## src/sv/tbpr_pkg.sv

```systemverilog
// shared types and constants for the tablet event to pointer report block
`default_nettype none

package tbpr_pkg;

  localparam int unsigned TYPE_W    = 16;
  localparam int unsigned CODE_W    = 16;
  localparam int unsigned VALUE_W   = 32;
  localparam int unsigned SIZE_W    = 13;
  localparam int unsigned COORD_W   = 12;
  localparam int unsigned BTN_W     = 3;
  localparam int unsigned AXIS_W    = 15;
  localparam int unsigned PRODUCT_W = AXIS_W + SIZE_W;
  localparam int unsigned CFG_IDX_W = 1;

  localparam logic [TYPE_W-1:0] TYPE_SYN = 16'h0000;
  localparam logic [TYPE_W-1:0] TYPE_KEY = 16'h0001;
  localparam logic [TYPE_W-1:0] TYPE_ABS = 16'h0003;

  localparam logic [CODE_W-1:0] CODE_AXIS_X     = 16'h0000;
  localparam logic [CODE_W-1:0] CODE_AXIS_Y     = 16'h0001;
  localparam logic [CODE_W-1:0] CODE_SYN_REPORT = 16'h0000;
  localparam logic [CODE_W-1:0] CODE_BTN_LEFT   = 16'h0110;
  localparam logic [CODE_W-1:0] CODE_BTN_RIGHT  = 16'h0111;
  localparam logic [CODE_W-1:0] CODE_BTN_MIDDLE = 16'h0112;

  localparam logic [VALUE_W-1:0] AXIS_MAX   = 32'd32767;
  localparam logic [SIZE_W-1:0]  SCREEN_MAX = 13'd4096;
  localparam logic [SIZE_W-1:0]  SIZE_MIN   = 13'd1;

  localparam logic [SIZE_W-1:0] WIDTH_RESET  = 13'd1024;
  localparam logic [SIZE_W-1:0] HEIGHT_RESET = 13'd768;

  localparam logic [CFG_IDX_W-1:0] REG_SCREEN_WIDTH  = 1'd0;
  localparam logic [CFG_IDX_W-1:0] REG_SCREEN_HEIGHT = 1'd1;

  typedef enum logic [2:0] {
    OP_NONE,
    OP_AXIS_X,
    OP_AXIS_Y,
    OP_BUTTON,
    OP_REPORT
  } op_t;

  typedef struct packed {
    op_t                  op;
    logic [BTN_W-1:0]     btn;
    logic                 pressed;
    logic                 over;
    logic [SIZE_W-1:0]    size;
    logic [PRODUCT_W-1:0] product;
  } item_t;

endpackage

`default_nettype wire

```

## src/sv/tbpr_scale.sv

```systemverilog
// input register, event decode and axis times screen size product register
`default_nettype none

module tbpr_scale (
  input  wire logic                         clk,
  input  wire logic                         rst,
  input  wire logic                         in_valid,
  output logic                              in_ready,
  input  wire logic [tbpr_pkg::TYPE_W-1:0]  event_type,
  input  wire logic [tbpr_pkg::CODE_W-1:0]  event_code,
  input  wire logic [tbpr_pkg::VALUE_W-1:0] event_value,
  input  wire logic [tbpr_pkg::SIZE_W-1:0]  screen_width,
  input  wire logic [tbpr_pkg::SIZE_W-1:0]  screen_height,
  output logic                              item_valid,
  output tbpr_pkg::item_t                   item,
  input  wire logic                         item_ready
);

  logic                              ev_valid;
  logic [tbpr_pkg::TYPE_W-1:0]       ev_type;
  logic [tbpr_pkg::CODE_W-1:0]       ev_code;
  logic [tbpr_pkg::VALUE_W-1:0]      ev_value;
  logic                              prod_ready;
  tbpr_pkg::item_t                   item_next;
  logic [tbpr_pkg::SIZE_W-1:0]       raw_size;

  assign prod_ready = !item_valid || item_ready;
  assign in_ready   = !ev_valid || prod_ready;

  always_ff @(posedge clk) begin
    if (rst) begin
      ev_valid   <= 1'b0;
      item_valid <= 1'b0;
    end else begin
      if (in_ready) begin
        ev_valid <= in_valid;
      end
      if (prod_ready) begin
        item_valid <= ev_valid;
      end
    end
  end

  always_ff @(posedge clk) begin
    if (in_valid && in_ready) begin
      ev_type  <= event_type;
      ev_code  <= event_code;
      ev_value <= event_value;
    end
    if (ev_valid && prod_ready) begin
      item <= item_next;
    end
  end

  always_comb begin
    item_next         = '0;
    item_next.op      = tbpr_pkg::OP_NONE;
    item_next.pressed = |ev_value;
    item_next.over    = ev_value >= tbpr_pkg::AXIS_MAX;
    case (ev_type)
      tbpr_pkg::TYPE_ABS: begin
        if (ev_code == tbpr_pkg::CODE_AXIS_X) begin
          item_next.op = tbpr_pkg::OP_AXIS_X;
        end else if (ev_code == tbpr_pkg::CODE_AXIS_Y) begin
          item_next.op = tbpr_pkg::OP_AXIS_Y;
        end
      end
      tbpr_pkg::TYPE_KEY: begin
        if (ev_code == tbpr_pkg::CODE_BTN_LEFT) begin
          item_next.op  = tbpr_pkg::OP_BUTTON;
          item_next.btn = 3'b001;
        end else if (ev_code == tbpr_pkg::CODE_BTN_RIGHT) begin
          item_next.op  = tbpr_pkg::OP_BUTTON;
          item_next.btn = 3'b010;
        end else if (ev_code == tbpr_pkg::CODE_BTN_MIDDLE) begin
          item_next.op  = tbpr_pkg::OP_BUTTON;
          item_next.btn = 3'b100;
        end
      end
      tbpr_pkg::TYPE_SYN: begin
        if (ev_code == tbpr_pkg::CODE_SYN_REPORT) begin
          item_next.op = tbpr_pkg::OP_REPORT;
        end
      end
      default: begin
        item_next.op = tbpr_pkg::OP_NONE;
      end
    endcase

    // out-of-range sizes are pinned to 1 .. 4096
    raw_size = (item_next.op == tbpr_pkg::OP_AXIS_Y) ? screen_height : screen_width;
    if (raw_size == '0) begin
      item_next.size = tbpr_pkg::SIZE_MIN;
    end else if (raw_size > tbpr_pkg::SCREEN_MAX) begin
      item_next.size = tbpr_pkg::SCREEN_MAX;
    end else begin
      item_next.size = raw_size;
    end

    item_next.product = tbpr_pkg::PRODUCT_W'(ev_value[tbpr_pkg::AXIS_W-1:0])
                      * tbpr_pkg::PRODUCT_W'(item_next.size);
  end

  a_size_range: assert property (@(posedge clk) disable iff (rst)
    item_valid |-> (item.size != '0 && item.size <= tbpr_pkg::SCREEN_MAX))
    else $error("effective size out of range");

  a_button_onehot: assert property (@(posedge clk) disable iff (rst)
    item_valid && item.op == tbpr_pkg::OP_BUTTON |-> $onehot(item.btn))
    else $error("button select not one-hot");

endmodule

`default_nettype wire

```

## src/sv/tbpr_track.sv

```systemverilog
// divide by 32767, pending and button state, report output register
`default_nettype none

module tbpr_track (
  input  wire logic                         clk,
  input  wire logic                         rst,
  input  wire logic                         item_valid,
  input  wire tbpr_pkg::item_t              item,
  output logic                              item_ready,
  output logic                              out_valid,
  input  wire logic                         out_ready,
  output logic [tbpr_pkg::COORD_W-1:0]      pointer_x,
  output logic [tbpr_pkg::COORD_W-1:0]      pointer_y,
  output logic [tbpr_pkg::BTN_W-1:0]        button_mask
);

  localparam int unsigned REM_W = tbpr_pkg::AXIS_W + 1;

  logic                           out_free;
  logic                           adv;
  logic                           is_report;
  logic [tbpr_pkg::SIZE_W-1:0]    quot0;
  logic [REM_W-1:0]               rem;
  logic [tbpr_pkg::SIZE_W-1:0]    quot;
  logic [tbpr_pkg::SIZE_W-1:0]    pos;
  logic [tbpr_pkg::COORD_W-1:0]   pending_x;
  logic [tbpr_pkg::COORD_W-1:0]   pending_y;
  logic                           pending_x_valid;
  logic                           pending_y_valid;
  logic [tbpr_pkg::BTN_W-1:0]     held_buttons;

  assign is_report  = item.op == tbpr_pkg::OP_REPORT;
  assign out_free   = !out_valid || out_ready;
  assign item_ready = !is_report || out_free;
  assign adv        = item_valid && item_ready;

  // x / (2^15 - 1): high part plus one correction step
  always_comb begin
    quot0 = item.product[tbpr_pkg::PRODUCT_W-1:tbpr_pkg::AXIS_W];
    rem   = REM_W'(item.product[tbpr_pkg::AXIS_W-1:0]) + REM_W'(quot0);
    quot  = quot0 + tbpr_pkg::SIZE_W'(rem >= REM_W'(tbpr_pkg::AXIS_MAX));
    pos   = item.over ? (item.size - tbpr_pkg::SIZE_MIN) : quot;
  end

  always_ff @(posedge clk) begin
    if (rst) begin
      out_valid       <= 1'b0;
      pending_x       <= '0;
      pending_y       <= '0;
      pending_x_valid <= 1'b0;
      pending_y_valid <= 1'b0;
      held_buttons    <= '0;
      pointer_x       <= '0;
      pointer_y       <= '0;
      button_mask     <= '0;
    end else begin
      if (adv && is_report) begin
        out_valid <= 1'b1;
      end else if (out_ready) begin
        out_valid <= 1'b0;
      end
      if (adv) begin
        case (item.op)
          tbpr_pkg::OP_AXIS_X: begin
            pending_x       <= pos[tbpr_pkg::COORD_W-1:0];
            pending_x_valid <= 1'b1;
          end
          tbpr_pkg::OP_AXIS_Y: begin
            pending_y       <= pos[tbpr_pkg::COORD_W-1:0];
            pending_y_valid <= 1'b1;
          end
          tbpr_pkg::OP_BUTTON: begin
            if (item.pressed) begin
              held_buttons <= held_buttons | item.btn;
            end else begin
              held_buttons <= held_buttons & ~item.btn;
            end
          end
          tbpr_pkg::OP_REPORT: begin
            // output register doubles as the last reported position
            if (pending_x_valid) begin
              pointer_x <= pending_x;
            end
            if (pending_y_valid) begin
              pointer_y <= pending_y;
            end
            button_mask     <= held_buttons;
            pending_x_valid <= 1'b0;
            pending_y_valid <= 1'b0;
          end
          default: begin
          end
        endcase
      end
    end
  end

  a_report_clears: assert property (@(posedge clk) disable iff (rst)
    adv && is_report |=> !pending_x_valid && !pending_y_valid)
    else $error("pending marks not cleared by report");

  a_pending_source: assert property (@(posedge clk) disable iff (rst)
    $rose(pending_x_valid) |-> $past(adv && item.op == tbpr_pkg::OP_AXIS_X))
    else $error("pending x set without an x event");

  a_x_in_screen: assert property (@(posedge clk) disable iff (rst)
    adv && item.op == tbpr_pkg::OP_AXIS_X |=>
      tbpr_pkg::SIZE_W'(pending_x) < $past(item.size))
    else $error("scaled x beyond screen");

  a_hold_report: assert property (@(posedge clk) disable iff (rst)
    out_valid && !out_ready && item_valid && is_report |-> !item_ready)
    else $error("report taken while output is blocked");

endmodule

`default_nettype wire

```

## src/sv/tablet_event_to_pointer_report.sv

```systemverilog
// top level: tablet event records in, pointer reports out
//
//  channel   direction  handshake            payload
//  s_        in         s_tvalid / s_tready  event_type, event_code, event_value
//  m_        out        m_tvalid / m_tready  pointer_x, pointer_y, button_mask
//  cfg_      in         cfg_wr_en            screen_width (0), screen_height (1)
//
// one item a cycle unless stalled; a sync item's report is offered on m_ from the output register
// stages: input register, size product register, divide and state into output register
// reset clears valids, pending and button state, last position, sizes to 1024 x 768
// a report waiting on m_tready stalls the next sync item and all behind it
`default_nettype none

module tablet_event_to_pointer_report (
  input  wire logic                            clk,
  input  wire logic                            rst,
  input  wire logic                            s_tvalid,
  output logic                                 s_tready,
  input  wire logic [63:0]                     s_tdata,   // event_type, event_code, event_value
  output logic                                 m_tvalid,
  input  wire logic                            m_tready,
  output logic [31:0]                          m_tdata,   // pointer_x, pointer_y, button_mask, zero
  input  wire logic                            cfg_wr_en,
  input  wire logic [tbpr_pkg::CFG_IDX_W-1:0]  cfg_index,
  input  wire logic [tbpr_pkg::SIZE_W-1:0]     cfg_wdata
);

  logic [tbpr_pkg::SIZE_W-1:0]  screen_width;
  logic [tbpr_pkg::SIZE_W-1:0]  screen_height;
  logic                         item_valid;
  logic                         item_ready;
  tbpr_pkg::item_t              item;
  logic [tbpr_pkg::COORD_W-1:0] pointer_x;
  logic [tbpr_pkg::COORD_W-1:0] pointer_y;
  logic [tbpr_pkg::BTN_W-1:0]   button_mask;

  always_ff @(posedge clk) begin
    if (rst) begin
      screen_width  <= tbpr_pkg::WIDTH_RESET;
      screen_height <= tbpr_pkg::HEIGHT_RESET;
    end else if (cfg_wr_en) begin
      if (cfg_index == tbpr_pkg::REG_SCREEN_WIDTH) begin
        screen_width <= cfg_wdata;
      end
      if (cfg_index == tbpr_pkg::REG_SCREEN_HEIGHT) begin
        screen_height <= cfg_wdata;
      end
    end
  end

  tbpr_scale u_scale (
    .clk           (clk),
    .rst           (rst),
    .in_valid      (s_tvalid),
    .in_ready      (s_tready),
    .event_type    (s_tdata[15:0]),
    .event_code    (s_tdata[31:16]),
    .event_value   (s_tdata[63:32]),
    .screen_width  (screen_width),
    .screen_height (screen_height),
    .item_valid    (item_valid),
    .item          (item),
    .item_ready    (item_ready)
  );

  tbpr_track u_track (
    .clk         (clk),
    .rst         (rst),
    .item_valid  (item_valid),
    .item        (item),
    .item_ready  (item_ready),
    .out_valid   (m_tvalid),
    .out_ready   (m_tready),
    .pointer_x   (pointer_x),
    .pointer_y   (pointer_y),
    .button_mask (button_mask)
  );

  assign m_tdata = {5'b0, button_mask, pointer_y, pointer_x};

endmodule

`default_nettype wire
```

## config.mk

```make
export PLATFORM = sky130hd
export DESIGN_NAME = tablet_event_to_pointer_report
export DESIGN_NICKNAME = d
export VERILOG_FILES = /design/src/sv/tbpr_pkg.sv /design/src/sv/tbpr_scale.sv /design/src/sv/tbpr_track.sv /design/src/sv/tablet_event_to_pointer_report.sv
export SDC_FILE = /design/constraint.sdc
export NUM_CORES = 1
export LEC_CHECK = 0
export BUFFER_PORTS_ARGS = -buffer_cell sky130_fd_sc_hd__buf_2
export CAP_MARGIN = 30
export CORE_MARGIN = 8
export CORE_UTILIZATION = 40
export CTS_CLUSTER_SIZE = 16
export DETAILED_ROUTE_END_ITERATION = 6
export SYNTH_ARGS = -nofsm -noshare
export SYNTH_HDL_FRONTEND = slang
export SYNTH_SLANG_ARGS = --single-unit
```

## constraint.sdc

```tcl
create_clock -name clk -period 7.3 [get_ports clk]
set_input_delay 0.73 -clock clk [delete_from_list [all_inputs] [get_ports clk]]
set_output_delay 0.73 -clock clk [all_outputs]
set_load 0.02 [all_outputs]
```

# [Yosys cells after proc, flatten, opt, wreduce, memory -nomap -nowiden]
# Cells that the tools add are included.
[op_classes] n_addsub=3 mul=1 n_lt_le_gt_ge=3 n_eq_ne=11 mux=16 n_bitwise=5 n_reduce_logical=31
[op_table] cell="$eq 16x9->1 const B" count=3
[op_table] cell="$mux 13" count=3
[op_table] cell="$eq 16x1->1 const B" count=2
[op_table] cell="$ge 32x15->1 const B" count=1
[op_table] cell="$logic_not 16->1" count=2
[op_table] cell="$reduce_or 32->1" count=1
[op_table] cell="$mul 15x13->28" count=1
[op_table] cell="$add 15x13->16" count=1
[op_table] cell="$eq 16x2->1 const B" count=1
[op_table] cell="$ge 16x15->1 const B" count=1
[op_table] cell="$reduce_and 2->1" count=8
[op_table] cell="$gt 13x13->1 const B" count=1
[op_table] cell="$logic_not 13->1" count=1
[op_table] cell="$add 12x1->12" count=1
[op_table] cell="$mux 12" count=1
[op_table] cell="$sub 12x1->12 const B" count=1
[op_table] cell="$mux 5" count=2
[op_table] cell="$eq 3x2->1 const B" count=3
[op_table] cell="$mux 3" count=3
[op_table] cell="$pmux 3 s3" count=1
[op_table] cell="$mux 6" count=1
[op_table] cell="$reduce_and 3->1" count=2
[op_table] cell="$reduce_bool 2->1" count=3
[op_table] cell="$logic_and 1x1->1" count=4
[op_table] cell="13 further kinds" count=22
[word_totals] ff_bits=197 inputBits=83 output_inout_bits=34 elab_cells=94

# [Longest topological paths before layout]
# Gate-level depths: netlist of run 1.
[logic_depth] ltp_word=11 mapped_depth=25 depth_no_buf=23

# [Cells and area by module]
# From an unflattened synthesis of run 1, not the netlist that was laid out.
[hier_totals] hier_cells=1510 area_unflattened_um2=14918.1
[by_module_without_submodules] mod="tbpr_scale" instances=1 cells_per_inst=999 area_each_um2=10516.3 seq_area_each_um2=3433.3
[by_module_without_submodules] mod="tbpr_track" instances=1 cells_per_inst=404 area_each_um2=3270.6 seq_area_each_um2=1141.1
[by_module_without_submodules] mod="tablet_event_to_pointer_report" instances=1 cells_per_inst=107 area_each_um2=1131.1 seq_area_each_um2=520.5

# [Least setup slack after synthesis of run 1]
# No wires, ideal clock.
[synth_path] kind="register to register" from="register u_scale.ev_type[4] in the netlist's numbering" to="register u_scale.item[20] (netlist name)" setup_time_ns=0.258 t_arrival_ns=6.616 required_ns=7.042 setup_slack_ns=0.427 path_stages_with_launch=22 n_path_buf=2 path_cell_list="edfxtp_1 nor4_1 nand4_1 nor4_4 buf_6 mux2i_1 nor2_1 fa_1 fa_1 fa_1 fa_1 inv_1 fa_1 inv_1 ha_1 clkbuf_1 a21o_1 a2111o_1 a311o_1 a31oi_1 o21bai_1 xnor2_1"
[synth_rtl] item="from (decl)" line_no="tbpr_scale.sv:20" rtl="logic [tbpr_pkg::TYPE_W-1:0] ev_type;"
[synth_rtl] item="from (signal assigned)" line_no="tbpr_scale.sv:46" rtl="ev_type <= event_type;"

==> metrics, run 1 <==
M2 GR Usage 28.1%; Pre-Repair DR Iteration Count 5; Async SR Flop Fraction 0%; CP Launch Type flip-flop; antenna cell count 0; worst min-delay path class input port to flip-flop; vias in the first global route 10900; sequential-to-total area share from yosys stat 34.6%; Synth Register Bits 197; met1 usage 21.9%; layout cells sized above 1 13.1%; Clock Skews 0.0127 ns; synthesized instance count 1495; PwrDens 210 nW/µm²; Routed Antenna Nets 0; Area Growth Syn to Fin 13.1%; Mean Syn Cell Area 9.78 µm²; Critical Path Fanout Max 15; Die Area 42900 µm²; Power Total 3470 µW; CTS buffer count 17; Die X 207 µm; final net count 1938; Leak 0.00740 µW; final hold viol count 0; Core Rows 70; final number of setup-violating endpoints 0; vias per inst 5.11; gr busiest metal met2; CTS tree yes; die height 207 µm; met3 Track Usage GR 3.19%; Worst EP arrival 7.21 ns; CP Capture Type flip-flop; GR Util All Layers 16.8%; Worst Max-Slew Pin Slew 0.956 ns; Final Core Density 45.6%; H-tree Lvls 4; status completed; total core area 36300 µm²; Initial DRC Count 564; PortBufs 111; DR vias 10700; Post-synth EDFFs 112; Routed WL per cell 17.4 µm; Tcrit/Tclk final 96.1%; max-slew violations 0; clock sinks 197; post-DP HPWL 29.6 mm; CTS Root Cell clkbuf_16; ys flop type edfxtp_1; Synth cell types 65; routability congestion estimate 0.907; CTS clk-pin slew, worst paths 0.08 ns; Top Ports 117; Synth Cell Area 14600 µm²; Longest Clk Path Bufs 2; grt total ovfl 0; Syn. warnings 0; CP Data Required Time 7.49 ns; maximum vdd ir drop 0.168 mV; pin count of the biggest net entering global routing 86; max frequency 0.143 GHz; DRC errors left 0; post-layout min period 7.02 ns; kind of critical path flip-flop to flip-flop; Slew headroom 36.2%; Clk Latency, worst-skew pair 0.45 ns; WL final 36.7 mm; # Max-Cap Violations 0; initial antenna violation count 0; wire length of the first global-routing pass 58.0 mm; Initial Util 40.3%
==> where the power goes <==
part	internal, µW	switching, µW
logic	488	684
clock network	496	455
registers	1270	74.3
total	2260	1210
==> layout make-up <==
| type | instances | area (µm²) |
|---|---|---|
| inverters | 190 | 713 |
| multi-input cells | 1062 | 8650 |
| repair buffers | 154 | 907 |
| flip-flops and latches | 197 | 5060 |
| clock buffers | 20 | 479 |
| clock inverters | 12 | 128 |
| well taps | 468 | 586 |
| fillers | 3507 | 19700 |
==> sequential cells by signal (all words and copies together) (netlist names), named ones only <==
| register | count |
|---|---|
| u_track.pending_y | 12 |
| u_scale.ev_code | 16 |
| screen_width | 13 |
| u_track.pointer_x | 12 |
| u_track.pending_y_valid | 1 |
| u_scale.ev_valid | 1 |
| u_scale.item | 48 |
| screen_height | 13 |
| u_track.pointer_y | 12 |
| u_scale.ev_value | 32 |
| u_scale.ev_type | 16 |
| u_track.button_mask | 3 |
| u_scale.item_valid | 1 |
| u_track.pending_x | 12 |
| u_track.out_valid | 1 |
| u_track.pending_x_valid | 1 |
==> through the flow <==
step	std cells	hold slack (ns)	TNS [ns]	cell area (µm²)	setup WS [ns]
global placement	2068	0.443	0	15900	0.111
finish	2103	0.443	0	16500	0.284
floorplan	1499	0.432	0	14600	0.427
detailed placement	2068	0.449	0	15900	0.00770
global route	2103	0.424	-0.00813	16500	-0.00813
CTS	2100	0.430	0	16500	0.0879
==> layer usage <==
metal  vias up  routed length (µm)  share of wire [%]
li1       5225                   -                  -
met1      5214               16500                 45
met2       257               17700                 48
met3        49                1640                4.5
met4         0                 840                2.3
met5         -                   0                  0
==> cell usage after synthesis, types with 5 or more instances <==
| cell type | number | share of area [%] |
|---|---|---|
| a31oi_1 | 6 | 0.26 |
| a211oi_1 | 8 | 0.41 |
| xor2_1 | 20 | 1.2 |
| and4_1 | 6 | 0.36 |
| ha_1 | 89 | 7.6 |
| nor2_1 | 138 | 3.5 |
| buf_6 | 5 | 0.39 |
| nand2b_1 | 12 | 0.51 |
| mux2i_1 | 46 | 3.1 |
| fa_1 | 144 | 20 |
| nand4_1 | 12 | 0.51 |
| a21oi_1 | 82 | 2.8 |
| mux2_2 | 9 | 0.69 |
| o21bai_1 | 5 | 0.26 |
| xnor2_1 | 26 | 1.6 |
| o21ai_0 | 24 | 0.82 |
| buf_2 | 9 | 0.31 |
| o211ai_1 | 8 | 0.41 |
| nor3_1 | 12 | 0.41 |
| a21o_1 | 12 | 0.62 |
| or4_1 | 6 | 0.31 |
| nor2b_1 | 6 | 0.26 |
| dfxtp_1 | 85 | 12 |
| nor4_1 | 28 | 1.2 |
| inv_1 | 190 | 4.9 |
| edfxtp_1 | 112 | 23 |
| nand2_1 | 230 | 5.9 |
| and3_1 | 6 | 0.26 |
| and2_1 | 35 | 1.5 |
| nand3_1 | 23 | 0.79 |
| clkbuf_1 | 29 | 0.74 |
| nand3b_1 | 5 | 0.26 |
| buf_4 | 5 | 0.26 |
==> logic make-up (layout without fill, tap and decap cells) <==
kind of cell | count (synthesis) | in the layout | share of synthesized area, %
flops | 197 | 197 | 34.6
fa+ha+maj | 233 | 233 | 27.3
simple gates | 545 | 545 | 17.2
xor+xnor | 46 | 46 | 2.76
buf+inv | 241 | 376 | 6.65
mux | 56 | 57 | 3.95
other cells | 1 | 5 | 0.0257
compound gates | 176 | 176 | 7.47
==> worst paths after layout <==
check	to	slack [ns]	cells past startpoint	start
worst min-delay path	u_scale.ev_value[20]	0.44	1	s_tdata[52]
worst max-delay path	u_scale.item[20]	0.28	24	u_scale.ev_code[9]
worst max register to register	u_scale.item[20]	0.28	24	u_scale.ev_code[9]
worst min register to register	u_track.button_mask[2]	0.45	2	flip-flop
==> cell usage in the layout, fill, tap and decap left out, types with 5 or more instances in the layout <==
cell type    n
a211oi_1     8
a31oi_1      6
and2_1      35
nand3_1     23
nor4_1      26
nor2b_1      5
a21o_1      12
xor2_1      20
nand4_1     12
inv_8        5
or4_1        6
clkbuf_16   19
nand2_1    230
nand3b_1     5
and3_1       6
o21ai_0     23
fa_1       144
nor3_1      12
mux2_2       9
inv_1      190
conb_1       5
ha_1        89
nand2b_1    12
nor2_1     138
o211ai_1     8
and4_1       6
a21oi_1     81
xnor2_1     26
o21bai_1     5
edfxtp_1   112
buf_2      111
mux2i_1     46
buf_4       40
dfxtp_1     85
==> worst max-delay path, cell delays in order, from the launching register on <==
cell and delay, ns:
edfxtp_1 0.39, nor4_2 0.34, nand4_1 0.13, buf_4 0.18, nor4_4 0.25, buf_4 0.21
mux2_2 0.50, nand2_1 0.24, nor2_1 0.09, fa_1 0.53, inv_1 0.05, fa_1 0.53
inv_1 0.05, fa_1 0.47, fa_1 0.50, inv_1 0.06, fa_1 0.54, inv_1 0.04
ha_1 0.30, a21o_1 0.18, a2111o_1 0.39, a311o_1 0.36, a31oi_1 0.18, o21bai_1 0.09
xnor2_1 0.14
==> what timing repair did <==
| item | in CTS | in global routing |
|---|---|---|
| pin swaps | 1 | 2 |
| endpoints found under the setup margin | 1 | 14 |
| setup buffers | 0 | 2 |
| gates cloned | 0 | 1 |
| hold buffers | 0 | 0 |
| gates resized for setup | 0 | 7 |
(Power assumes the default switching activity.)
==> run 2, diff against run 1 <==
--- a/config.mk
+++ b/config.mk
@@ -5,12 +5,12 @@
 export SDC_FILE = /design/constraint.sdc
 export NUM_CORES = 1
 export LEC_CHECK = 0
-export BUFFER_PORTS_ARGS = -buffer_cell sky130_fd_sc_hd__buf_2
 export CAP_MARGIN = 30
 export CORE_MARGIN = 8
 export CORE_UTILIZATION = 40
 export CTS_CLUSTER_SIZE = 16
 export DETAILED_ROUTE_END_ITERATION = 6
+export DONT_BUFFER_PORTS = 1
 export SYNTH_ARGS = -nofsm -noshare
 export SYNTH_HDL_FRONTEND = slang
 export SYNTH_SLANG_ARGS = --single-unit
==> run 2 against run 1 <==
Sequential power about the same; first-iteration DRC count rose by 6.6%; utilization shrank 1.5 points; highest routed layer unchanged; largest cell class unchanged; setup slack gained 0.066 ns; flip-flop and latch count stayed put; sequential share of layout area is 1.1 points higher; critical endpoint unchanged; die area unchanged; via count fell by 2.7%; total power is 0.85% higher; combinational power about the same; critical path depth fell by 2.
==> metrics, run 2 (synthesis gave the netlist of run 1 again) <==
Clk Latency, worst-skew pair 0.44 ns; CTS clk-pin slew, worst paths 0.09 ns; Slew headroom 34.6%; RSZ-0062 raised after global routing false; met1 usage 22.2%; Final Core Density 44.0%; grt total ovfl 0; Routed Antenna Nets 0; Clk pwr share 27.8%; commonest cells after routing, fill and taps aside 230 x nand2_1, 190 x inv_1, 144 x fa_1, 138 x nor2_1, 112 x edfxtp_1; Worst Max-Slew Pin Slew 0.981 ns; DR vias 10500; max frequency 0.144 GHz; # Max-Cap Violations 0; CTS Root Cell clkbuf_16; initial antenna violation count 0; PortBufs 0; DP Area 15300 µm²; layout cells sized above 1 6.64%; Critical Path Fanout Max 16; M2 GR Usage 29.4%; gr busiest metal met2; CP Capture Type flip-flop; Clock Skews 0.0125 ns; CP Data Required Time 7.50 ns; Core Rows 70; Top Ports 117; Net Sw Frac 36.5%; CTS buffer count 17; final net count 1824; Comb pwr share 33.6%; worst hold slack 0.354 ns; maximum vdd ir drop 0.164 mV; routability congestion estimate 0.935; PwrDens 219 nW/µm²; Die Area 42900 µm²; Worst EP arrival 7.15 ns; wire length of the first global-routing pass 59.6 mm; met3 Track Usage GR 4.38%; Internal Pwr Total 2220 µW; Initial DRC Count 601; GR Util All Layers 17.5%; pin count of the biggest net entering global routing 86; max-slew violations 0; status completed; Largest register FFs 48; final hold viol count 0; crit path from u_scale.ev_code[9]; CTS tree yes; Initial Util 40.3%; Tcrit/Tclk final 95.2%; die height 207 µm; cts hold-fix bufs 0; antenna cell count 0; Routed WL per cell 19.2 µm; final number of setup-violating endpoints 0; design area 16000 µm²; H-tree Lvls 4; RR Startpoint u_scale.ev_code[9]; Largest regs u_scale.item (48), u_scale.ev_value (32); WL final 38.2 mm; Power Total 3500 µW; total core area 36300 µm²; Pre-Repair DR Iteration Count 5; DRC errors left 0; Net Sw Power 1280 µW; post-DP HPWL 30.7 mm; CP Launch Type flip-flop; commonest non-fill, non-tap cell in the layout nand2_1; sequential share of power 38.6%; Die X 207 µm; clock sinks 197; vias per inst 5.26; kind of critical path flip-flop to flip-flop; post-layout min period 6.95 ns; Area Growth Syn to Fin 9.23%; hold path start rst; Most flops, register u_scale.item; vias in the first global route 10700; worst min-delay path class input port to flip-flop; Longest Clk Path Bufs 2; Leak 0.00691 µW
==> run 2: cell count changes in the layout (fill, tap and decap cells not counted), sizes merged <==
cell / previous run / this run
buf: 154 / 40
inv: 197 / 201
clkbuf: 20 / 17
clkinvlp: 1 / 0
==> run 2: final timing paths <==
path,cells after the start,to,slack [ns]
setup / recovery,22,u_scale.item[20],0.35
hold / removal,1,screen_width[1],0.35
setup reg to reg,22,u_scale.item[20],0.35
hold reg to reg,2,u_track.button_mask[0],0.45
==> run 2: repair_timing <==
action,CTS,global route
gates cloned,0,1
resized for setup,1,5
setup buffers,0,1
endpoints found under the setup margin,9,15
pin swaps,0,1
==> run 2: critical path: stages (launching register included) <==
cell      delay, ns
edfxtp_1       0.39
nor4_2         0.38
nand4_1        0.25
nor4_4         0.19
buf_4          0.19
buf_4          0.27
mux2_2         0.49
nand2_1        0.13
fa_1           0.41
inv_1          0.08
fa_1           0.46
fa_1           0.52
fa_1           0.54
inv_1          0.06
fa_1           0.54
inv_1          0.04
ha_1           0.32
a21o_1         0.23
a2111o_1       0.46
a311o_1        0.35
a31oi_1        0.17
o21bai_1       0.09
xnor2_1        0.12
==> run 2: layout make-up <==
cell class,count,area (µm²)
flip-flops and latches,197,5060
well taps,468,586
multi-input cells,1062,8660
fillers,3501,20300
clock buffers,17,425
inverters,190,713
clock inverters,15,194
repair buffers,40,325
==> run 2: layer usage <==
metal  share of wire (%)  wire length (µm)
met1                  43             16600
met2                  48             18500
met3                 6.3              2410
met4                 1.8               670
met5                   0                 0
==> run 2: power by group through the flow <==
stage / logic [µW] / registers (µW) / clock network [µW]
floorplan: 840 / 1340 / 0
global placement: 1150 / 1380 / 0
detailed placement: 1170 / 1380 / 0
CTS: 1170 / 1350 / 999
global route: 1320 / 1360 / 1040
finish: 1180 / 1350 / 973
==> run 2: stage by stage <==
stage               setup WS (ns)  std cells  TNS, ns
floorplan                   0.427       1499        0
global placement           0.0420       1954        0
detailed placement        -0.0959       1955   -0.417
CTS                        0.0419       1987        0
global route               0.0158       1989        0
finish                      0.349       1989        0
==> run 3, diff against run 2 <==
--- a/config.mk
+++ b/config.mk
@@ -6,11 +6,14 @@
 export NUM_CORES = 1
 export LEC_CHECK = 0
 export CAP_MARGIN = 30
+export CELL_PAD_IN_SITES_DETAIL_PLACEMENT = 1
+export CELL_PAD_IN_SITES_GLOBAL_PLACEMENT = 1
 export CORE_MARGIN = 8
 export CORE_UTILIZATION = 40
-export CTS_CLUSTER_SIZE = 16
 export DETAILED_ROUTE_END_ITERATION = 6
 export DONT_BUFFER_PORTS = 1
+export PLACE_DENSITY_LB_ADDON = 0.1
+export SLEW_MARGIN = 20
 export SYNTH_ARGS = -nofsm -noshare
 export SYNTH_HDL_FRONTEND = slang
 export SYNTH_SLANG_ARGS = --single-unit
==> run 3 against run 2 <==
Clock skew rose by 0.0084 ns; clock power barely moved; clock-buffer cell count did not move; register-to-register slack got worse by 0.06 ns; die area did not move; setup slack got worse by 0.061 ns; worst hold slack improved by 0.0033 ns; global-route usage rose by 1.1 points; utilization rose by 0.24 points.
==> metrics, run 3 (synthesis gave the netlist of run 1 again) <==
CTS Root Cell clkbuf_16; Comb pwr share 34.2%; Critical Path Fanout Max 10; Clock Skews 0.0209 ns; DR vias 10500; Setup WS pre-CTS -0.00429 ns; DRC errors left 0; grt total ovfl 0; Hold Path Cell Cnt 1; Worst EP arrival 7.22 ns; status completed; Net Sw Power 1280 µW; maximum vdd ir drop 0.167 mV; Area Growth Syn to Fin 9.83%; wire length of the first global-routing pass 62.7 mm; FF-to-FF End u_scale.item[27]; Slew headroom 43.9%; routability congestion estimate 0.874; final hold viol count 0; CTS clk-pin slew, worst paths 0.09 ns; Worst R2R Path Depth 24; Routed met1 length 18.3 mm; CTS tree yes; Most flops, register u_scale.item; PortBufs 0; Tcrit/Tclk final 96.1%; Internal Pwr Total 2250 µW; worst min-delay path class input port to flip-flop; Initial DRC Count 496; Largest regs u_scale.item (48), u_scale.ev_value (32); hold path start rst; met3 wire len 1.60 mm; WL final 40.7 mm; antenna cell count 0; # Max-Cap Violations 0; max layer used met4; PwrDens 220 nW/µm²; Sequential Area 5060 µm²; max-slew violations 0; detailed-routed wire length on met2 20.1 mm; pin count of the biggest net entering global routing 86; Die Area 42900 µm²; commonest cells after routing, fill and taps aside 228 x nand2_1, 190 x inv_1, 144 x fa_1, 138 x nor2_1, 112 x edfxtp_1; post-route setup slack 0.288 ns; sequential share of power 38.3%; Leak 0.00697 µW; Largest register FFs 48; Top Ports 117; max frequency 0.143 GHz; layout cells sized above 1 7.40%; Pre-Repair DR Iteration Count 4; vias per inst 5.27; Routed WL per cell 20.4 µm; vias in the first global route 11000; Clk Latency, worst-skew pair 0.45 ns; initial antenna violation count 0; clock sinks 197; Longest Clk Path Bufs 2; RR Startpoint u_scale.ev_code[13]; Net Sw Frac 36.3%; GR Util All Layers 18.5%; Initial Util 40.3%; CP Launch Type flip-flop; H-tree Lvls 4; CP Capture Type flip-flop; Clk pwr share 27.5%; Hold Path End u_track.pending_y[10]; die height 207 µm; CTS buffer count 17; Routed Antenna Nets 0; post-DP HPWL 32.8 mm; Worst Max-Slew Pin Slew 0.842 ns; final net count 1831; worst hold slack 0.357 ns; Core Rows 70; final number of setup-violating endpoints 0; total core area 36300 µm²; kind of critical path flip-flop to flip-flop; post-layout min period 7.01 ns; Die X 207 µm; R2R Setup Slk 0.29 ns; CP Data Required Time 7.50 ns; FILL cells 4155; footprint of the multi-input gates 8680 µm²; commonest non-fill, non-tap cell in the layout nand2_1
[run 3: power by group through the flow]
stage               registers (µW)  clock network, µW  logic [µW]
finish                        1360                972        1210
global route                  1360               1040        1360
CTS                           1360               1000        1210
detailed placement            1380                  0        1200
global placement              1380                  0        1180
floorplan                     1340                  0         840
[run 3: final cells by class]
cell class | instances | area share, %
multi-input cells | 1062 | 54.1
flip-flops and latches | 197 | 31.5
inverters | 190 | 4.44
well taps | 468 | 3.65
clock buffers | 17 | 2.65
repair buffers | 47 | 2.43
clock inverters | 15 | 1.22
[run 3: layer usage]
metal | GRT usage [%] | vias up
met5 | 0 | -
li1 | - | 5001
met4 | 5.20 | 0
met1 | 23.9 | 5281
met2 | 31.5 | 187
met3 | 3.34 | 49
[run 3: what timing repair did]
| item | CTS | global route |
|---|---|---|
| pin swaps | 1 | 2 |
| setup buffers | 0 | 4 |
| hold buffers | 0 | 0 |
| setup endpoints to repair | 2 | 11 |
| gates resized for setup | 0 | 12 |
| cloned | 0 | 1 |
[run 3: critical path, cell delays in order, from the launching register on]
cell and delay (ns):
edfxtp_1 0.39, nor4_2 0.30, nand4_1 0.25, nor4_4 0.32, buf_4 0.18, buf_4 0.18
mux2_2 0.41, buf_4 0.20, and2_1 0.18, fa_1 0.56, inv_1 0.07, fa_1 0.50
fa_1 0.54, inv_1 0.05, fa_1 0.54, inv_1 0.06, fa_1 0.54, inv_1 0.05
ha_2 0.35, a21oi_1 0.19, o21bai_1 0.14, a221oi_2 0.31, nand2_1 0.10, xnor2_1 0.17
buf_4 0.16
[run 3: worst max-delay path by stage]
stage                                   start          endpoint  depth (start not counted)
after floorplan            u_scale.ev_type[4]  u_scale.item[20]                         21
after global placement    u_scale.ev_code[13]  u_scale.item[27]                         23
after detailed placement  u_scale.ev_code[13]  u_scale.item[27]                         23
after CTS                 u_scale.ev_code[13]  u_scale.item[27]                         23
after global routing      u_scale.ev_code[13]  u_scale.item[20]                         22
final                     u_scale.ev_code[13]  u_scale.item[27]                         24
[run 3: stage by stage]
| stage | instance area, µm² | setup TNS (ns) | std cells | total power [µW] | util [%] |
|---|---|---|---|---|---|
| 3_3_place_gp | 15300 | 0 | 1958 | 2560 | 42.3 |
| 3_5_place_dp | 15300 | -0.00429 | 1958 | 2580 | 42.3 |
| 5_1_grt | 16100 | -0.0301 | 1996 | 3750 | 44.3 |
| 6_report | 16100 | 0 | 1996 | 3540 | 44.3 |
| 2_1_floorplan | 14600 | 0 | 1499 | 2180 | - |
| 4_1_cts | 16000 | 0 | 1990 | 3570 | 44.0 |
